**src/rtl/core/voice_block_stream_parser_macros.svh**
```systemverilog
// Assertion macros shared by the voice block stream parser RTL.
// No dependencies; include by bare file name inside a module body.
`ifndef VOICE_BLOCK_STREAM_PARSER_MACROS_SVH
`define VOICE_BLOCK_STREAM_PARSER_MACROS_SVH

// Same-cycle implication, sampled on the rising clock edge, off during reset.
`define VBSP_ASSERT_IMP(label, clk, rst_n, cond, conseq) \
    label: assert property (@(posedge clk) disable iff (!(rst_n)) (cond) |-> (conseq)) \
        else $error("voice block stream parser: implication check failed");

// Next-cycle implication, sampled on the rising clock edge, off during reset.
`define VBSP_ASSERT_NXT(label, clk, rst_n, cond, conseq) \
    label: assert property (@(posedge clk) disable iff (!(rst_n)) (cond) |=> (conseq)) \
        else $error("voice block stream parser: next-cycle check failed");

`endif

```
**src/rtl/core/vbsp_pkg.sv**
```systemverilog
// Package for the voice block stream parser: widths, codes and the result type.
// No dependencies; imported by vbsp_parser and voice_block_stream_parser.
`default_nettype none

package vbsp_pkg;

    localparam int OFFSET_BITS = 24;

    localparam logic [23:0] LIMIT_RESET    = 24'd220000;
    localparam logic [4:0]  FILE_HEAD_LEN  = 5'd26;
    localparam logic [4:0]  BLOCK_HEAD_LEN = 5'd6;

    // Signature bytes of the file header.
    localparam logic [7:0] SIG_C = 8'h43;
    localparam logic [7:0] SIG_R = 8'h72;
    localparam logic [7:0] SIG_E = 8'h65;
    localparam logic [7:0] SIG_A = 8'h61;

    // Block type bytes.
    localparam logic [7:0] BT_END       = 8'd0;
    localparam logic [7:0] BT_SOUND     = 8'd1;
    localparam logic [7:0] BT_MARKER    = 8'd4;
    localparam logic [7:0] BT_REP_START = 8'd6;
    localparam logic [7:0] BT_REP_END   = 8'd7;

    typedef enum logic [2:0] {
        KIND_HDR  = 3'd0,
        KIND_SAMP = 3'd1,
        KIND_MARK = 3'd2,
        KIND_SEEK = 3'd3,
        KIND_END  = 3'd4,
        KIND_ERR  = 3'd5
    } byte_kind_t;

    typedef struct packed {
        byte_kind_t   byte_kind;
        logic [7:0]   sample_byte;
        logic [15:0]  marker_value;
        logic [23:0]  seek_offset;
        logic         large_block_flag;
    } vbsp_result_t;

endpackage

`default_nettype wire

```
**src/rtl/core/voice_block_stream_parser.sv**
```systemverilog
// Voice block stream parser: one result per byte, registered and shown in the cycle after acceptance.
// Throughput is one byte per cycle; the single output register is the only stage,
// and a new byte is taken whenever that register is empty or being emptied.
// Reset (aresetn low, synchronous) empties the output, idles the parser and
// loads the size limit with 220000.
// Depends on vbsp_pkg, vbsp_parser and voice_block_stream_parser_macros.svh.
`default_nettype none

module voice_block_stream_parser
    import vbsp_pkg::*;
(
    input  wire logic          aclk,
    input  wire logic          aresetn,
    input  wire logic          s_valid,
    output logic               s_ready,
    input  wire logic          s_opcode,
    input  wire logic [7:0]    s_data_byte,
    output logic               m_valid,
    input  wire logic          m_ready,
    output logic [2:0]         m_byte_kind,
    output logic [7:0]         m_sample_byte,
    output logic [15:0]        m_marker_value,
    output logic [23:0]        m_seek_offset,
    output logic               m_large_block_flag,
    input  wire logic          cfg_wr_en,
    input  wire logic [23:0]   cfg_wr_data
);

`include "voice_block_stream_parser_macros.svh"

    logic          accept;
    logic          m_valid_reg, m_valid_next;
    logic [23:0]   limit_reg;
    vbsp_result_t  step_result;
    vbsp_result_t  result_reg;

    assign s_ready      = !m_valid_reg || m_ready;
    assign accept       = s_valid && s_ready;
    assign m_valid_next = accept || (m_valid_reg && !m_ready);

    vbsp_parser u_parser (
        .aclk              (aclk),
        .aresetn           (aresetn),
        .step_en           (accept),
        .opcode            (s_opcode),
        .data_byte         (s_data_byte),
        .large_block_limit (limit_reg),
        .result            (step_result)
    );

    always_ff @(posedge aclk) begin
        if (!aresetn) begin
            m_valid_reg <= 1'b0;
            limit_reg   <= LIMIT_RESET;
        end else begin
            m_valid_reg <= m_valid_next;
            if (cfg_wr_en) begin
                limit_reg <= cfg_wr_data;
            end
        end
    end

    // The result register needs no reset; it is only seen while valid.
    always_ff @(posedge aclk) begin
        if (accept) begin
            result_reg <= step_result;
        end
    end

    assign m_valid            = m_valid_reg;
    assign m_byte_kind        = result_reg.byte_kind;
    assign m_sample_byte      = result_reg.sample_byte;
    assign m_marker_value     = result_reg.marker_value;
    assign m_seek_offset      = result_reg.seek_offset;
    assign m_large_block_flag = result_reg.large_block_flag;

    `VBSP_ASSERT_NXT(a_accept_gives_result, aclk, aresetn, s_valid && s_ready, m_valid)
    `VBSP_ASSERT_IMP(a_no_overwrite, aclk, aresetn, m_valid && !m_ready, !s_ready)
    `VBSP_ASSERT_IMP(a_sample_only_on_sample, aclk, aresetn,
        m_valid && m_byte_kind != KIND_SAMP, m_sample_byte == 8'd0)
    `VBSP_ASSERT_IMP(a_flag_only_on_header, aclk, aresetn,
        m_valid && m_large_block_flag, m_byte_kind == KIND_HDR)

endmodule

`default_nettype wire

```
**src/rtl/core/vbsp_parser.sv**
```systemverilog
// Parse state and per-byte decode of the voice block stream parser.
// Depends on vbsp_pkg; the result is combinational and registered by the top level.
`default_nettype none

module vbsp_parser
    import vbsp_pkg::*;
(
    input  wire logic          aclk,
    input  wire logic          aresetn,
    input  wire logic          step_en,
    input  wire logic          opcode,
    input  wire logic [7:0]    data_byte,
    input  wire logic [23:0]   large_block_limit,
    output vbsp_result_t       result
);

    typedef enum logic [2:0] {
        PH_IDLE,
        PH_TYPE,
        PH_HEAD,
        PH_SND,
        PH_SAMP,
        PH_MARK,
        PH_LOOP
    } phase_t;

    phase_t                   phase_reg, phase_next;
    logic [4:0]               hbc_reg, hbc_next;
    logic [23:0]              size_reg, size_next;
    logic [23:0]              samples_reg, samples_next;
    logic [OFFSET_BITS-1:0]   offset_reg, offset_next;
    logic [OFFSET_BITS-1:0]   loop_reg, loop_next;
    logic [7:0]               marker_low_reg, marker_low_next;

    logic [OFFSET_BITS-1:0]   offset_inc;
    logic [4:0]               hbc_inc;
    logic                     head_bad;

    assign offset_inc = offset_reg + OFFSET_BITS'(1);
    assign hbc_inc    = hbc_reg + 5'd1;

    always_comb begin
        phase_next      = phase_reg;
        hbc_next        = hbc_reg;
        size_next       = size_reg;
        samples_next    = samples_reg;
        offset_next     = offset_reg;
        loop_next       = loop_reg;
        marker_low_next = marker_low_reg;
        result          = '0;
        result.byte_kind = KIND_HDR;
        head_bad        = 1'b0;

        if (!opcode) begin
            // A start clears the whole parse context but not the limit register.
            phase_next      = PH_TYPE;
            hbc_next        = '0;
            size_next       = '0;
            samples_next    = '0;
            offset_next     = '0;
            loop_next       = '0;
            marker_low_next = '0;
        end else begin
            case (phase_reg)
                PH_TYPE: begin
                    hbc_next = '0;
                    case (data_byte)
                        BT_END: begin
                            result.byte_kind = KIND_END;
                            phase_next = PH_IDLE;
                        end
                        BT_SOUND: begin
                            size_next   = '0;
                            hbc_next    = 5'd1;
                            offset_next = offset_inc;
                            phase_next  = PH_SND;
                        end
                        BT_MARKER: begin
                            hbc_next    = 5'd1;
                            offset_next = offset_inc;
                            phase_next  = PH_MARK;
                        end
                        BT_REP_START: begin
                            loop_next   = offset_reg;
                            hbc_next    = 5'd1;
                            offset_next = offset_inc;
                            phase_next  = PH_LOOP;
                        end
                        BT_REP_END: begin
                            // The phase stays on a type byte: the host resumes at the loop start.
                            result.byte_kind   = KIND_SEEK;
                            result.seek_offset = 24'(loop_reg);
                            offset_next        = loop_reg;
                        end
                        SIG_C: begin
                            hbc_next    = 5'd1;
                            offset_next = offset_inc;
                            phase_next  = PH_HEAD;
                        end
                        default: begin
                            result.byte_kind = KIND_ERR;
                            phase_next = PH_IDLE;
                        end
                    endcase
                end
                PH_HEAD: begin
                    head_bad = (hbc_reg == 5'd1 && data_byte != SIG_R) ||
                               (hbc_reg == 5'd2 && data_byte != SIG_E) ||
                               (hbc_reg == 5'd3 && data_byte != SIG_A);
                    if (head_bad) begin
                        result.byte_kind = KIND_ERR;
                        phase_next = PH_IDLE;
                        hbc_next   = '0;
                    end else begin
                        hbc_next    = hbc_inc;
                        offset_next = offset_inc;
                        if (hbc_inc >= FILE_HEAD_LEN) begin
                            hbc_next   = '0;
                            phase_next = PH_TYPE;
                        end
                    end
                end
                PH_SND: begin
                    case (hbc_reg)
                        5'd1: size_next = size_reg | {16'h0000, data_byte};
                        5'd2: size_next = size_reg | {8'h00, data_byte, 8'h00};
                        5'd3: size_next = size_reg | {data_byte, 16'h0000};
                        default: size_next = size_reg;
                    endcase
                    if (hbc_reg == 5'd3) begin
                        // The size counts the rate and codec bytes as well.
                        samples_next = (size_next >= 24'd2) ? size_next - 24'd2 : '0;
                        result.large_block_flag = (samples_next > large_block_limit);
                    end
                    hbc_next    = hbc_inc;
                    offset_next = offset_inc;
                    if (hbc_inc >= BLOCK_HEAD_LEN) begin
                        hbc_next   = '0;
                        phase_next = (samples_next != '0) ? PH_SAMP : PH_TYPE;
                    end
                end
                PH_SAMP: begin
                    result.byte_kind   = KIND_SAMP;
                    result.sample_byte = data_byte;
                    offset_next        = offset_inc;
                    if (samples_reg != '0) begin
                        samples_next = samples_reg - 24'd1;
                    end
                    if (samples_next == '0) begin
                        phase_next = PH_TYPE;
                    end
                end
                PH_MARK: begin
                    if (hbc_reg == 5'd4) begin
                        marker_low_next = data_byte;
                    end else if (hbc_reg == 5'd5) begin
                        result.byte_kind    = KIND_MARK;
                        result.marker_value = {data_byte, marker_low_reg};
                    end
                    hbc_next    = hbc_inc;
                    offset_next = offset_inc;
                    if (hbc_inc >= BLOCK_HEAD_LEN) begin
                        hbc_next   = '0;
                        phase_next = PH_TYPE;
                    end
                end
                PH_LOOP: begin
                    hbc_next    = hbc_inc;
                    offset_next = offset_inc;
                    if (hbc_inc >= BLOCK_HEAD_LEN) begin
                        hbc_next   = '0;
                        phase_next = PH_TYPE;
                    end
                end
                default: begin
                    // Bytes in the idle phase, before a start or after an end or an error, are ignored.
                    phase_next = phase_reg;
                end
            endcase
        end
    end

    always_ff @(posedge aclk) begin
        if (!aresetn) begin
            phase_reg      <= PH_IDLE;
            hbc_reg        <= '0;
            size_reg       <= '0;
            samples_reg    <= '0;
            offset_reg     <= '0;
            loop_reg       <= '0;
            marker_low_reg <= '0;
        end else if (step_en) begin
            phase_reg      <= phase_next;
            hbc_reg        <= hbc_next;
            size_reg       <= size_next;
            samples_reg    <= samples_next;
            offset_reg     <= offset_next;
            loop_reg       <= loop_next;
            marker_low_reg <= marker_low_next;
        end
    end

endmodule

`default_nettype wire
```
**config.mk**
```make
export PLATFORM = sky130hd
export DESIGN_NAME = voice_block_stream_parser
export DESIGN_NICKNAME = d
export VERILOG_FILES = /design/src/rtl/core/vbsp_pkg.sv /design/src/rtl/core/voice_block_stream_parser.sv /design/src/rtl/core/vbsp_parser.sv
export VERILOG_INCLUDE_DIRS = /design/src /design/src/rtl/core
export SDC_FILE = /design/constraint.sdc
export NUM_CORES = 1
export LEC_CHECK = 0
export ABC_AREA = 0
export BUFFER_PORTS_ARGS = -buffer_cell sky130_fd_sc_hd__buf_2
export CAP_MARGIN = 20
export CORE_UTILIZATION = 25
export CTS_CLUSTER_SIZE = 25
export DETAILED_ROUTE_END_ITERATION = 12
export HOLD_SLACK_MARGIN = 0.03
export RECOVER_POWER = 25
export SKIP_CTS_REPAIR_TIMING = 1
export SKIP_LAST_GASP = 1
export SLEW_MARGIN = 20
export SYNTH_ARGS = -nofsm -noshare
export SYNTH_HDL_FRONTEND = slang
export SYNTH_SLANG_ARGS = --single-unit
export TNS_END_PERCENT = 1
```
**constraint.sdc**
```tcl
create_clock -name aclk -period 11.25 [get_ports aclk]
set_clock_uncertainty 0.05 [all_clocks]
set_input_delay 0.5625 -clock aclk [delete_from_list [all_inputs] [get_ports aclk]]
set_output_delay 0.5625 -clock aclk [all_outputs]
set_load 0.03 [all_outputs]
```
==> summary.txt <==
run status: finished with violations
failing checks: capacitance limit, slew limit
Vias/cell: 5.19
final net count: 1476
number of H-tree levels: 4
WHS Endpoint: limit_reg[14]
CP Cell Sequence: inv_1 > ha_1 > or4b_1 > a31oi_1 > nor4b_2 > and3_1 > nor2b_1 > ha_1 > nor2b_1 > o21a_1 > o21a_1 > o21a_1 > o21a_1 > o21a_1 > o21a_1 > o21ai_0 > a31oi_1
Bufs on Longest Clock Path: 2
total I/O pin count: 92
CP max stage cell: and3_1
Largest stage delay, worst path: 0.88 ns
clock root buffer master: clkbuf_16
Syn Area/Cell: 8.24 um2
vias in the first global route: 9818
clock-pin transition on the worst setup and hold timing paths: 0.07 ns
Ys Warns: 0
area leader, netlist: dfxtp_1
pin count of the biggest net entering global routing: 95
Vias: 10400
Slew @ Worst Pin: 3.56 ns
area share of the largest cell type after synthesis: 0.240
fmax: 0.196 GHz
kind of end point of the critical path: flop
CP top delay family: simple AND/OR/NAND/NOR gates
DRT Pass-1 Iters: 5
clk_lat worst skew: 0.46 ns
initial detailed-routing violation count: 898
Routed WL per cell: 17.2 um
Worst Hold Slack: 0.273 ns
Leak Pwr: 0.00465 uW
setup TNS: 0 ns
commonest register cell after synthesis: dfxtp_1
cell mode on critical path: o21a_1
CTS tree: done
Final HPWL DP: 23700 um
initial antenna violation count: 1
Post-DRT Antenna Nets: 0
flops & latches, synth: 189
CP Launch Type: flop
commonest non-fill, non-tap cell in the layout: nand2_1
DIE AREA: 0.0466 mm2
Rel. slew slack: -1.37
final WL: 34500 um
DIE WIDTH: 216 um
number of max-capacitance violations reported: 2
global-route wire length before repair: 54800 um
main area contributors after synthesis: dfxtp_1 (24%), edfxtp_1 (14%), nand2_1 (4.8%)
# DRC: 0
RSZ-0062 raised after global routing: no
WP buf/inv: 1
Post-synth EDFFs: 52
Yosys cell types: 82
Syn-to-layout area delta: 11.9%
Critical Path AT: 5.25 ns
Initial Util: 0.256
Setup CP Type: reg -> reg
Cell Area, Synth: 0.0114 mm2
antenna cell count: 0
# setup viols final: 0
Filler Cell Count: 4847
Final min period: 5.09 ns
worst min path class: in -> reg
hold_sp: cfg_wr_data[14]
power consumption: 1430 uW
Power Density: 112 mW/mm2
sequential area share after synthesis: 0.376
post-synthesis cell count: 1387
r2r setup slk: 6.16 ns
VDD IR-drop max: 0.000110 V
path depth of the worst reg2reg path: 17
syn nets: 1457
fraction of layout cells with a size suffix above 1: 0.0719
most frequent cells in the layout: nand2_1 (146), dfxtp_1 (137), nor2_1 (93)
I/O Buffers: 91
FF-to-FF Start: u_parser.hbc_reg[0]
Num CTS Buffers: 17
fin. max-slew vios: 145
Core ar.: 0.0447 mm2
grt ovf: 0
final worst path period share: 0.453
ys async rst share: 0
hold path depth: 3
CTS sink count: 189
DIE HEIGHT: 216 um
RR Endpoint: m_large_block_flag
Cell Rows: 77
GP Congestion: 0.927
GR Util All Layers: 0.147
crit-path max FO: 25
final hold violation count: 0
Worst EP required: 11.40 ns
==> routing by layer <==
metal	part of all wire	track usage	vias to the layer above	wire length (um)
met2	0.46	0.235	300	15900
met1	0.47	0.200	5066	16100
met5	0	0	-	0
li1	-	-	5032	-
met3	0.049	0.0193	47	1700
met4	0.023	0.0567	0	795
==> worst register-to-register path: stages (launching register included) <==
cell	delay [ns]
dfxtp_1	0.44
inv_1	0.10
ha_1	0.21
or4b_1	0.38
a31oi_1	0.09
nor4b_2	0.86
and3_1	0.88
nor2b_1	0.16
ha_1	0.33
nor2b_1	0.13
o21a_1	0.16
o21a_1	0.16
o21a_1	0.17
o21a_1	0.16
o21a_1	0.16
o21a_1	0.16
o21ai_0	0.14
a31oi_1	0.09
==> how the worst max path moves through the flow <==
stage                            endpoint                start  depth (start not counted)
finish                 m_large_block_flag  u_parser.hbc_reg[0]                         17
CTS                    m_large_block_flag  u_parser.hbc_reg[0]                         17
floorplan              m_large_block_flag  u_parser.hbc_reg[1]                         21
global placement       m_large_block_flag       s_data_byte[7]                         16
detailed placement     m_large_block_flag       s_data_byte[7]                         16
global route        u_parser.phase_reg[0]              aresetn                          5
==> metrics by stage <==
step | setup slack (ns) | instances | cell area (um2) | utilization
final | 6.16 | 2011 | 12800 | 0.286
after global routing | 5.57 | 2011 | 12800 | 0.286
after CTS | 6.23 | 2011 | 12900 | 0.288
after detailed placement | 6.21 | 1979 | 12300 | 0.276
after global placement | 6.25 | 1979 | 12300 | 0.276
after floorplan | 7.07 | 1387 | 11400 | -
==> logic make-up (layout without fill, tap and decap cells) <==
group	Yosys count	in the layout	synth area share
and+or+nand+nor	592	592	0.275
xor gates and xnor gates	27	27	0.0207
adders and majority gates	32	32	0.0350
DFF	189	189	0.376
muxes	27	27	0.0239
buffers and inverters	147	179	0.0502
AOI/OAI and AO/OA	373	373	0.219
==> where the power goes <==
group	internal (uW)	switching [uW]
sequential	713	6.52
combinational	37.5	92.7
clock	304	279
total	1060	378
==> final cells by class <==
cell class              count  area, um2  share of cell area
multi-input cells        1051       6560               0.513
flip-flops and latches    189       4300               0.337
well taps                 592        741              0.0579
repair buffers            103        473              0.0370
clock buffers              18        429              0.0336
inverters                  44        165              0.0129
clock inverters            14        116             0.00910
==> cell usage after synthesis, drive strengths merged, types with 7 or more instances <==
master     n
and2      72
xnor2     16
and3      20
a21boi    55
mux2i     25
edfxtp    52
nand2    146
o31ai      8
dfxtp    137
o2bb2ai    8
nand3     62
nor4      21
o21ai     83
o211ai    11
nor3      41
a21o      12
a21oi     71
o21a      14
nor2b     55
a31oi     14
buf       15
nand2b     7
inv       42
nor4b      7
or3       10
nor2      93
a211oi     8
ha        32
o22ai      8
clkbuf    88
nand4     18
a22oi     32
xor2      11
Note: power is estimated with default switching activity, not from simulation.
